**config.mk**
```make
export PLATFORM = sky130hd
export DESIGN_NAME = gpio_port_register_block
export DESIGN_NICKNAME = d
export VERILOG_FILES = /design/src/sv/gprb_pkg.sv /design/src/sv/gprb_ctrl.sv /design/src/sv/gprb_datapath.sv /design/src/sv/gpio_port_register_block.sv
export VERILOG_INCLUDE_DIRS = /design/src /design/src/sv
export SDC_FILE = /design/constraint.sdc
export NUM_CORES = 2
export LEC_CHECK = 0
export BUFFER_PORTS_ARGS = -buffer_cell sky130_fd_sc_hd__buf_4
export CORE_MARGIN = 5
export CORE_UTILIZATION = 55
export CTS_BUF_LIST = sky130_fd_sc_hd__clkbuf_2
export CTS_CLUSTER_SIZE = 40
export DETAILED_ROUTE_END_ITERATION = 10
export PLACE_DENSITY = 0.69
export SLEW_MARGIN = 25
export SYNTH_ARGS = -nofsm -noshare
export SYNTH_HDL_FRONTEND = slang
export SYNTH_SLANG_ARGS = --single-unit
```
**constraint.sdc**
```tcl
create_clock -name clk -period 12.4 [get_ports clk]
set_input_delay 0.62 -clock clk [delete_from_list [all_inputs] [get_ports clk]]
set_output_delay 0.62 -clock clk [all_outputs]
set_load 0.02 [all_outputs]
```
**src/sv/gpio_port_register_block_defines.svh**
```systemverilog
// Assertion macros used by the GPIO port register block controller.
`ifndef GPIO_PORT_REGISTER_BLOCK_DEFINES_SVH
`define GPIO_PORT_REGISTER_BLOCK_DEFINES_SVH

// Same-cycle implication, checked on clk, held off during rst.
`define GPRB_ASSERT_NOW(label, ante, cons, msg) \
  label: assert property (@(posedge clk) disable iff (rst) (ante) |-> (cons)) else $error(msg);

// Next-cycle implication, checked on clk, held off during rst.
`define GPRB_ASSERT_NEXT(label, ante, cons, msg) \
  label: assert property (@(posedge clk) disable iff (rst) (ante) |=> (cons)) else $error(msg);

`endif

```
**src/sv/gprb_pkg.sv**
```systemverilog
// Shared types and constants of the GPIO port register block.
package gprb_pkg;

  localparam int DATA_W = 32;
  localparam int PIN_W  = 16;
  localparam int PORT_W = 4;
  localparam int OFF_W  = 4;

  // Word offsets of the per-port registers
  typedef enum logic [OFF_W-1:0] {
    OFF_MODE  = 4'd0,
    OFF_TYPE  = 4'd1,
    OFF_SPEED = 4'd2,
    OFF_PULL  = 4'd3,
    OFF_IN    = 4'd4,
    OFF_OUT   = 4'd5,
    OFF_SETRST = 4'd6,
    OFF_LOCK  = 4'd7,
    OFF_AFL   = 4'd8,
    OFF_AFH   = 4'd9
  } offset_t;

  // Progress through the lock key sequence
  typedef enum logic [1:0] {
    KEY_IDLE  = 2'd0,
    KEY_ONE   = 2'd1,
    KEY_ZERO  = 2'd2,
    KEY_ARMED = 2'd3
  } key_phase_t;

  // Controller commands to the datapath
  typedef struct packed {
    logic load;   // capture the input beat
    logic exec;   // read-modify-write the addressed port, latch the result
  } gprb_cmd_t;

endpackage

```
**src/sv/gprb_ctrl.sv**
```systemverilog
// Controller of the GPIO port register block: sequences capture, execute and delivery.
`include "gpio_port_register_block_defines.svh"

module gprb_ctrl
  import gprb_pkg::*;
(
  input  logic      clk,
  input  logic      rst,
  input  logic      in_valid,
  output logic      in_ready,
  output logic      out_valid,
  input  logic      out_ready,
  output gprb_cmd_t cmd
);

  typedef enum logic [2:0] {
    S_IDLE = 3'b001,
    S_EXEC = 3'b010,
    S_OUT  = 3'b100
  } state_t;

  state_t state, state_next;

  // state register
  always_ff @(posedge clk) begin
    if (rst) begin
      state <= S_IDLE;
    end else begin
      state <= state_next;
    end
  end

  // next state
  always_comb begin
    state_next = state;
    unique case (state)
      S_IDLE: begin
        if (in_valid) state_next = S_EXEC;
      end
      S_EXEC: begin
        state_next = S_OUT;
      end
      S_OUT: begin
        if (out_ready) state_next = S_IDLE;
      end
      default: begin
        state_next = S_IDLE;
      end
    endcase
  end

  // handshake and commands
  assign in_ready  = (state == S_IDLE);
  assign out_valid = (state == S_OUT);
  assign cmd.load  = in_valid && in_ready;
  assign cmd.exec  = (state == S_EXEC);

  `GPRB_ASSERT_NOW(a_one_side, in_ready, !out_valid, "input and output open together")
  `GPRB_ASSERT_NEXT(a_load_exec, cmd.load, cmd.exec, "captured beat not executed")
  `GPRB_ASSERT_NEXT(a_exec_out, cmd.exec, out_valid, "executed beat not presented")
  `GPRB_ASSERT_NEXT(a_out_idle, out_valid && out_ready, in_ready, "no return to idle")

endmodule

```
**src/sv/gprb_datapath.sv**
```systemverilog
// Datapath of the GPIO port register block: input capture, port registers, result register.
module gprb_datapath
  import gprb_pkg::*;
#(
  parameter int PORTS = 8,
  parameter int PINS  = 16
) (
  input  logic              clk,
  input  logic              rst,
  input  gprb_cmd_t         cmd,
  input  logic              func,
  input  logic [PORT_W-1:0] port,
  input  logic [OFF_W-1:0]  offset,
  input  logic [DATA_W-1:0] write_data,
  input  logic [PIN_W-1:0]  pin_levels,
  output logic [DATA_W-1:0] read_data,
  output logic              access_error,
  output logic [PIN_W-1:0]  output_levels
);

  localparam int PIDX_W = (PORTS > 1) ? $clog2(PORTS) : 1;
  localparam logic [PIN_W-1:0] PIN_MASK = PIN_W'((33'd1 << PINS) - 33'd1);

  // each pin bit widened to a 2-bit field
  function automatic logic [DATA_W-1:0] spread2(input logic [PIN_W-1:0] m);
    logic [DATA_W-1:0] r;
    r = '0;
    for (int i = 0; i < PIN_W; i++) r[2*i +: 2] = {2{m[i]}};
    return r;
  endfunction

  // eight pin bits widened to 4-bit fields
  function automatic logic [DATA_W-1:0] spread4(input logic [7:0] m);
    logic [DATA_W-1:0] r;
    r = '0;
    for (int i = 0; i < 8; i++) r[4*i +: 4] = {4{m[i]}};
    return r;
  endfunction

  // captured beat
  logic              func_q;
  logic [PORT_W-1:0] port_q;
  logic [OFF_W-1:0]  offset_q;
  logic [DATA_W-1:0] wdata_q;
  logic [PIN_W-1:0]  levels_q;

  // per-port registers
  logic [DATA_W-1:0] mode_bits       [PORTS];
  logic [PIN_W-1:0]  open_drain_bits [PORTS];
  logic [DATA_W-1:0] speed_bits      [PORTS];
  logic [DATA_W-1:0] pull_bits       [PORTS];
  logic [PIN_W-1:0]  out_data        [PORTS];
  logic [DATA_W-1:0] alt_func_low    [PORTS];
  logic [DATA_W-1:0] alt_func_high   [PORTS];
  logic [PIN_W-1:0]  lock_pins       [PORTS];
  logic              lock_active     [PORTS];
  key_phase_t        key_phase       [PORTS];

  // next values for the addressed port
  logic [DATA_W-1:0] mode_next, speed_next, pull_next, afl_next, afh_next;
  logic [PIN_W-1:0]  od_next, out_next, lock_pins_next;
  logic              lock_active_next;
  key_phase_t        key_phase_next;

  logic [PIDX_W-1:0] idx;
  logic              port_ok, off_ok, hit;
  logic [PIN_W-1:0]  allow, new_pins;
  logic              key, same;
  logic [DATA_W-1:0] rd;
  logic [PIN_W-1:0]  outl;

  // input capture
  always_ff @(posedge clk) begin
    if (cmd.load) begin
      func_q   <= func;
      port_q   <= port;
      offset_q <= offset;
      wdata_q  <= write_data;
      levels_q <= pin_levels & PIN_MASK;
    end
  end

  // decode and read-modify-write of the addressed port
  always_comb begin
    idx      = port_q[PIDX_W-1:0];
    port_ok  = ({1'b0, port_q} < 5'(PORTS));
    off_ok   = (offset_q <= OFF_AFH);
    hit      = port_ok && off_ok;
    allow    = PIN_MASK & ~(lock_active[idx] ? lock_pins[idx] : '0);
    new_pins = wdata_q[PIN_W-1:0] & PIN_MASK;
    key      = wdata_q[PIN_W];
    same     = (new_pins == lock_pins[idx]);

    mode_next        = mode_bits[idx];
    od_next          = open_drain_bits[idx];
    speed_next       = speed_bits[idx];
    pull_next        = pull_bits[idx];
    out_next         = out_data[idx];
    afl_next         = alt_func_low[idx];
    afh_next         = alt_func_high[idx];
    lock_pins_next   = lock_pins[idx];
    lock_active_next = lock_active[idx];
    key_phase_next   = key_phase[idx];
    rd               = '0;

    if (hit && !func_q) begin
      unique case (offset_t'(offset_q))
        OFF_MODE:   rd = mode_bits[idx];
        OFF_TYPE:   rd = DATA_W'(open_drain_bits[idx]);
        OFF_SPEED:  rd = speed_bits[idx];
        OFF_PULL:   rd = pull_bits[idx];
        OFF_IN:     rd = DATA_W'(levels_q);
        OFF_OUT:    rd = DATA_W'(out_data[idx]);
        OFF_SETRST: rd = '0;
        OFF_LOCK: begin
          rd = {15'd0, lock_active[idx], lock_pins[idx]};
          // read closing the key sequence engages the lock
          if (key_phase[idx] == KEY_ARMED) begin
            lock_active_next = 1'b1;
            key_phase_next   = KEY_IDLE;
          end
        end
        OFF_AFL:    rd = alt_func_low[idx];
        OFF_AFH:    rd = alt_func_high[idx];
        default:    rd = '0;
      endcase
    end else if (hit) begin
      unique case (offset_t'(offset_q))
        OFF_MODE:   mode_next  = (mode_next & ~spread2(allow)) | (wdata_q & spread2(allow));
        OFF_TYPE:   od_next    = (od_next & ~allow) | (wdata_q[PIN_W-1:0] & allow);
        OFF_SPEED:  speed_next = (speed_next & ~spread2(allow)) | (wdata_q & spread2(allow));
        OFF_PULL:   pull_next  = (pull_next & ~spread2(allow)) | (wdata_q & spread2(allow));
        OFF_IN:     ;
        OFF_OUT:    out_next = new_pins;
        OFF_SETRST: begin
          // set beats reset on the same pin
          out_next = ((out_next & ~wdata_q[DATA_W-1:PIN_W]) | wdata_q[PIN_W-1:0]) & PIN_MASK;
        end
        OFF_LOCK: begin
          if (!lock_active[idx]) begin
            lock_pins_next = new_pins;
            if (!key && key_phase[idx] == KEY_ONE && same) begin
              key_phase_next = KEY_ZERO;
            end else if (key && key_phase[idx] == KEY_ZERO && same) begin
              key_phase_next = KEY_ARMED;
            end else begin
              key_phase_next = key ? KEY_ONE : KEY_IDLE;
            end
          end
        end
        OFF_AFL: afl_next = (afl_next & ~spread4(allow[7:0])) | (wdata_q & spread4(allow[7:0]));
        OFF_AFH: afh_next = (afh_next & ~spread4(allow[15:8])) | (wdata_q & spread4(allow[15:8]));
        default: ;
      endcase
    end

    outl = port_ok ? out_next : '0;
  end

  // port register update
  always_ff @(posedge clk) begin
    if (rst) begin
      for (int p = 0; p < PORTS; p++) begin
        mode_bits[p]       <= '0;
        open_drain_bits[p] <= '0;
        speed_bits[p]      <= '0;
        pull_bits[p]       <= '0;
        out_data[p]        <= '0;
        alt_func_low[p]    <= '0;
        alt_func_high[p]   <= '0;
        lock_pins[p]       <= '0;
        lock_active[p]     <= 1'b0;
        key_phase[p]       <= KEY_IDLE;
      end
    end else if (cmd.exec && hit) begin
      mode_bits[idx]       <= mode_next;
      open_drain_bits[idx] <= od_next;
      speed_bits[idx]      <= speed_next;
      pull_bits[idx]       <= pull_next;
      out_data[idx]        <= out_next;
      alt_func_low[idx]    <= afl_next;
      alt_func_high[idx]   <= afh_next;
      lock_pins[idx]       <= lock_pins_next;
      lock_active[idx]     <= lock_active_next;
      key_phase[idx]       <= key_phase_next;
    end
  end

  // result register
  always_ff @(posedge clk) begin
    if (cmd.exec) begin
      read_data     <= rd;
      access_error  <= !hit;
      output_levels <= outl;
    end
  end

endmodule

```
**src/sv/gpio_port_register_block.sv**
```systemverilog
// Top level of the GPIO port register block.
// Register block for PORTS GPIO ports of PINS pins each. Every input beat is one bus
// access (read or write of one word register of one port, with the sampled pin levels)
// and yields one result beat: read data (zero on writes and errors), an error flag for
// a port at or above PORTS or an offset above 9, and the port's output data after the
// access. A beat accepted in the idle state has its read-modify-write of the addressed
// port's registers in the following cycle, and its result is registered at the end of
// that cycle and offered until taken; the next beat is accepted in the cycle after the
// result is taken, so a new access is not accepted before the last result is taken.
// The controller steps through capture, execute and delivery. All port registers
// clear at reset; a completed lock key sequence (writes with key 1, 0, 1 and equal
// pin bits, then a lock read) freezes the configuration of the chosen pins until the
// next reset.
module gpio_port_register_block
  import gprb_pkg::*;
#(
  parameter int PORTS = 8,
  parameter int PINS  = 16
) (
  input  logic              clk,
  input  logic              rst,
  input  logic              in_valid,
  output logic              in_ready,
  input  logic              func,
  input  logic [PORT_W-1:0] port,
  input  logic [OFF_W-1:0]  offset,
  input  logic [DATA_W-1:0] write_data,
  input  logic [PIN_W-1:0]  pin_levels,
  output logic              out_valid,
  input  logic              out_ready,
  output logic [DATA_W-1:0] read_data,
  output logic              access_error,
  output logic [PIN_W-1:0]  output_levels
);

  gprb_cmd_t cmd;

  // sequencer
  gprb_ctrl u_ctrl (
    .clk       (clk),
    .rst       (rst),
    .in_valid  (in_valid),
    .in_ready  (in_ready),
    .out_valid (out_valid),
    .out_ready (out_ready),
    .cmd       (cmd)
  );

  // port registers and result
  gprb_datapath #(
    .PORTS (PORTS),
    .PINS  (PINS)
  ) u_datapath (
    .clk           (clk),
    .rst           (rst),
    .cmd           (cmd),
    .func          (func),
    .port          (port),
    .offset        (offset),
    .write_data    (write_data),
    .pin_levels    (pin_levels),
    .read_data     (read_data),
    .access_error  (access_error),
    .output_levels (output_levels)
  );

endmodule
```
== Word-level counts from Yosys, hierarchy flattened ==
Memories as Yosys holds them, arrays and structs flattened. A register that Yosys moved wholly into a read port is not among the register bits.
Index checks and enable logic that the tools add are counted.

* Register bits after elaboration: 109
* Latch bits: 0
* Memory bits (writable): 1688
* Memory bits (read-only): 0
* Bits of input ports: 61
* Output and inout bits: 51
* Word-level logic and storage cells: 173
* Memories: 10

* Add/sub/neg operators: 0
* $mul: 0
* Div/mod/pow operators: 0
* Magnitude comparators: 2
* Equal/unequal tests: 18
* Shift-type cells: 0
* Multiplexer cells: 87
* Bitwise gates (word level): 24
* Reductions and logical operators: 23

{| class="wikitable"
|+ Memories
! memory !! depth !! bits a word !! read ports !! clocked after Yosys merged registers in !! wr ports !! RTL line !! RTL
|-
| u_datapath.alt_func_high || 8 || 32 || 1 || 1 || 8 || gprb_datapath.sv:54 || <nowiki>logic [DATA_W-1:0] alt_func_high [PORTS];</nowiki>
|-
| u_datapath.alt_func_low || 8 || 32 || 1 || 1 || 8 || gprb_datapath.sv:53 || <nowiki>logic [DATA_W-1:0] alt_func_low [PORTS];</nowiki>
|-
| u_datapath.mode_bits || 8 || 32 || 1 || 1 || 8 || gprb_datapath.sv:48 || <nowiki>logic [DATA_W-1:0] mode_bits [PORTS];</nowiki>
|-
| u_datapath.pull_bits || 8 || 32 || 1 || 1 || 8 || gprb_datapath.sv:51 || <nowiki>logic [DATA_W-1:0] pull_bits [PORTS];</nowiki>
|-
| u_datapath.speed_bits || 8 || 32 || 1 || 1 || 8 || gprb_datapath.sv:50 || <nowiki>logic [DATA_W-1:0] speed_bits [PORTS];</nowiki>
|-
| u_datapath.lock_pins || 8 || 16 || 1 || 1 || 8 || gprb_datapath.sv:55 || <nowiki>logic [PIN_W-1:0] lock_pins [PORTS];</nowiki>
|-
| 4 more memories || -- || -- || -- || -- || -- || -- ||
|}

{| class="wikitable"
|+ Operators with widths
! cell !! count
|-
| 32-bit two-way mux || 20
|-
| 32-bit one-hot mux with 9 select lines || 1
|-
| 32-bit AND || 8
|-
| 16-bit two-way mux || 13
|-
| 32-bit bitwise OR || 5
|-
| 32-bit OR reduction || 5
|-
| 32-bit NOT || 3
|-
| 3-bit two-way mux || 22
|-
| 16-bit AND || 3
|-
| 16-bit NOT || 3
|-
| 16-bit OR reduction || 3
|-
| 16-bit bitwise OR || 2
|-
| 16-bit one-hot mux with 2 select lines || 1
|-
| 1-bit two-way mux || 20
|-
| 2-bit two-way mux || 9
|-
| 16-bit == test || 1
|-
| 4-bit by 3-bit == test with 1-bit output, second input constant || 4
|-
| 3-bit one-hot mux with 3 select lines || 1
|-
| 4-bit by 2-bit == test with 1-bit output, second input constant || 2
|-
| 4-bit == test, second input constant || 2
|-
| 1-bit logical AND || 8
|-
| 2-bit == test, second input constant || 2
|-
| 4-bit by 1-bit == test with 1-bit output, second input constant || 1
|-
| 4-bit <= comparator, second input constant || 1
|-
| 12 further kinds || 14
|}

== Depth between registers and ports, before layout ==
* Word-level depth: 10
* Gate-level depth with buffers: 12

== Cells and area by module ==
Synthesis repeated with hierarchy kept, for this count alone.

* Cells, all modules: 5168
* Area total of the unflattened synthesis: 78726.8 um^2

{| class="wikitable"
|+ By module, submodules not included
! module !! instances !! cells an instance !! area an instance (um^2) !! seq. area each (um^2)
|-
| gprb_datapath || 1 || 5153 || 78579.1 || 53931.7
|-
| gprb_ctrl || 1 || 15 || 147.6 || 60.1
|}

== Worst setup path before layout ==
OpenSTA, ideal clock, no wires.

* Path type: input-to-reg
* Start: input port rst
* End: memory u_datapath.alt_func_high[5][0] (enable)
* Library setup time: 0.610 ns
* Arrival: 6.514 ns
* Data required time: 11.790 ns
* Path slack: 5.276 ns
* Cell stages on the path: 5
* Buffers on the path: 1
* Path through: or3_1 -> nor3_2 -> nand3_1 -> clkbuf_1 -> nand2b_1

{| class="wikitable"
|+ RTL lines
! item !! RTL line !! RTL
|-
| start, declared || gpio_port_register_block.sv:21 || <nowiki>input logic rst,</nowiki>
|-
| end, declared || gprb_datapath.sv:54 ||
|}

==> results.cfg <==
[die]
core-area_um2 = 143000
die-area_um2 = 151000
ioPinCount = 112
dieWidth_um = 388.6
initial_core_util_pct = 55.15
die_h_um = 388.6
row_count = 139

[drt]
vias_per_cell = 6.291
vias = 49660
drt-wirelength-per-cell_um = 29.36
drc = 0
ant_nets = 0
drtIter0Drc = 6189
drtPass1Iterations = 6
drt-total-wl_um = 231800

[timing]
rsz0062_at_grt = false
finalCriticalPeriod_ns = 5.893
finalClockSkew_ns = 0.1565
setup_viol = 0
finalCritPeriodShare_pct = 47.52
fmax_mhz = 169.7
setup_tns_ns = 0
slew_headroom_pct = 17.77
slew_viol_final = 0
tightestPinTransition_ns = 1.229
fin_hold_ws_ns = 0.1985
fin_ws_ns = 6.507
finalHoldViolCount = 0

[cts]
h-tree-depth = 5
root_buffer = clkbuf_2
cts_tree = built
insertion_delay_ns = 1.87
cts_resized = 0
clk_pin_slew_ns = 0.15
numCtsBuffers = 448
cts_max_path_buffers = 4
cts_setup_buffers = 0
cts.sinks = 1800

[synthesis]
synth_top_area_share_pct = 68.33
ys_seq_area_share_pct = 68.48
synth-seq-cells = 1800
synth_edf_count = 1794
synth_nets = 5263
avgSynthCellArea_um2 = 15.16
synth.area.top_cells = edfxtp_1 (68%), mux4_2 (12%), nor2_1 (8.4%), mux2_2 (2.6%), mux2i_1 (2.6%)
yosysUniqueCellTypes = 59
yosys-top-cells-count = edfxtp_1 (1,794), nor2_1 (1,764), mux4_2 (419)
syn_inst = 5202
synth.most_common_cell = edfxtp_1
async_reset_ff_share_pct = 0
ys.flop_type = edfxtp_1
netlist_area_um2 = 78840
yosysWarnings = 0
yosysTopAreaCell = edfxtp_1

[power_and_ir_drop]
power_density_nw_per_um2 = 143.2
peakVddDrop_v = 0.0001029
p_leak_nw = 30.90
p_total_mw = 12.46

[global_route]
overflow = 0
grt_max_degree = 157
antenna_found_initial = 16
grt_pass1_vias = 51310
track_usage_pct = 30.57
grt_pass1_wl_um = 339100

[final_layout]
num-nets-final = 5723
seq_area_um2 = 54000
multiInputGateArea_um2 = 23270
final_cell_area_um2 = 87000
drive_gt1_share_pct = 25.82
fill_cells = 10860
syn_to_final_growth_pct = 10.35

[place]
dp_hpwl_um = 121100
dpl_cell_area_um2 = 81380
gp_congestion = 0.8359
place_ws_ns = 6.825
port_buffers = 111

[critical_path]
r2r-start = u_datapath.offset_q[1]
cp_max_fo = 57
reg2reg_slack_ns = 6.51
cp-start-kind = flip-flop
critical_path_class = reg -> reg
cp.arrival_ns = 7.23
worstReg2RegEnd = u_datapath.alt_func_low[2][27]
required_ns = 13.74
cp-end-kind = flip-flop
reg2regPathDepth = 7

[worst_hold_path]
min_delay_path_depth = 3
worstHoldPathType = in -> reg
hold_end = u_datapath.wdata_q[12]
hp-start = in_valid

[run_status]
status = complete, no violations

[flow_run]
drv_cap = 0
[worst max-delay path by stage]
stage,from,to,slack [ns],depth (start not counted)
4_1_cts,u_datapath.offset_q[1],u_datapath.alt_func_low[2][27],6.75,7
3_3_place_gp,flip-flop,u_datapath.read_data[16],6.87,9
3_5_place_dp,u_datapath.offset_q[1],u_datapath.alt_func_low[2][27],6.82,7
2_1_floorplan,rst,u_datapath.alt_func_high[5][0],5.28,5
5_1_grt,u_datapath.offset_q[1],u_datapath.alt_func_low[2][27],6.36,7
6_report,u_datapath.offset_q[1],u_datapath.alt_func_low[2][27],6.51,7
[placed cells by master, fill, tap and decap left out, types with 14 or more instances in the layout]
master         synthesis  layout
edfxtp_1            1794    1794
mux2_2               181     181
a21oi_1               18      18
inv_1                 35      35
xnor2_1               15      15
nand2_1              101      91
a2bb2oi_2             15      15
buf_12                 3      15
nand2b_1              22      14
o21ai_1               15      15
buf_4                 21     172
mux4_2               419     419
clkbuf_2               1     630
mux2i_1              201     201
o21a_1                16      16
clkinv_2               0      19
nor3_1                26      23
nor2_1              1764    1759
dlygate4sd3_1          0     177
o22ai_1               71      71
or2_2                 23      23
clkinv_1               0     111
[where the power goes]
group / total [mW] / internal (mW) / switching (mW) / leakage (nW)
clock network: 3.84 / 1.44 / 2.40 / 2.93
registers: 6.99 / 6.88 / 0.113 / 18.5
logic: 1.62 / 0.613 / 1.01 / 9.44
total: 12.5 / 8.93 / 3.52 / 30.9
[final cells by class]
cell class                 instances  share of cell area, %
multi-input combinational       3011                  26.75
inverter                          35                 0.1510
clock buffer                     630                  3.624
antenna                           10                0.02876
sequential                      1800                  62.07
tap                             1903                  2.737
timing repair buffer             366                  3.892
clock inverter                   138                 0.7479
[critical path, cell delays in order (launching register included)]
cell and delay [ns]:
edfxtp_1 0.70, o21ai_0 0.45, nand2_1 0.26, nor3_2 0.72
nand2_4 0.75, nand2b_4 0.84, buf_4 0.82, buf_4 0.76
[per-layer routing]
metal	track usage [%]	routed length, µm	vias to the layer above
li1	-	-	20550
met1	40.51	83560	25200
met2	48.49	110600	3333
met3	7.998	27750	560
met4	13.10	9723	16
met5	0	110	-
[cells by family after synthesis]
kind of cell / count (synthesis) / synth area share (%)
compound gates: 186 / 1.722
xor+xnor: 15 / 0.1666
buf+inv: 391 / 2.309
flops: 1800 / 68.48
mux: 814 / 17.39
simple gates: 1996 / 9.927
[state kept, by name, summed over array words and instances (netlist names), 32 cells and up, named ones only]
| signal | cells |
|---|---|
| u_datapath.alt_func_low | 256 |
| u_datapath.pull_bits | 256 |
| u_datapath.wdata_q | 32 |
| u_datapath.open_drain_bits | 128 |
| u_datapath.speed_bits | 256 |
| u_datapath.read_data | 32 |
| u_datapath.alt_func_high | 256 |
| u_datapath.out_data | 128 |
| u_datapath.lock_pins | 128 |
| u_datapath.mode_bits | 256 |
[timing repair]
item / in CTS / in global routing
endpoints found under the hold margin: 543 / 0
hold buffers: 177 / 0
endpoints found under the setup margin: 0 / 0
[stage by stage]
step / std cells / util [%]
5_1_grt: 7885 / 60.84
2_1_floorplan: 5202 / -
4_1_cts: 7883 / 60.83
3_5_place_dp: 6938 / 56.93
3_3_place_gp: 6937 / 56.90
6_report: 7893 / 60.86
Power figures use the tool's default switching activity.
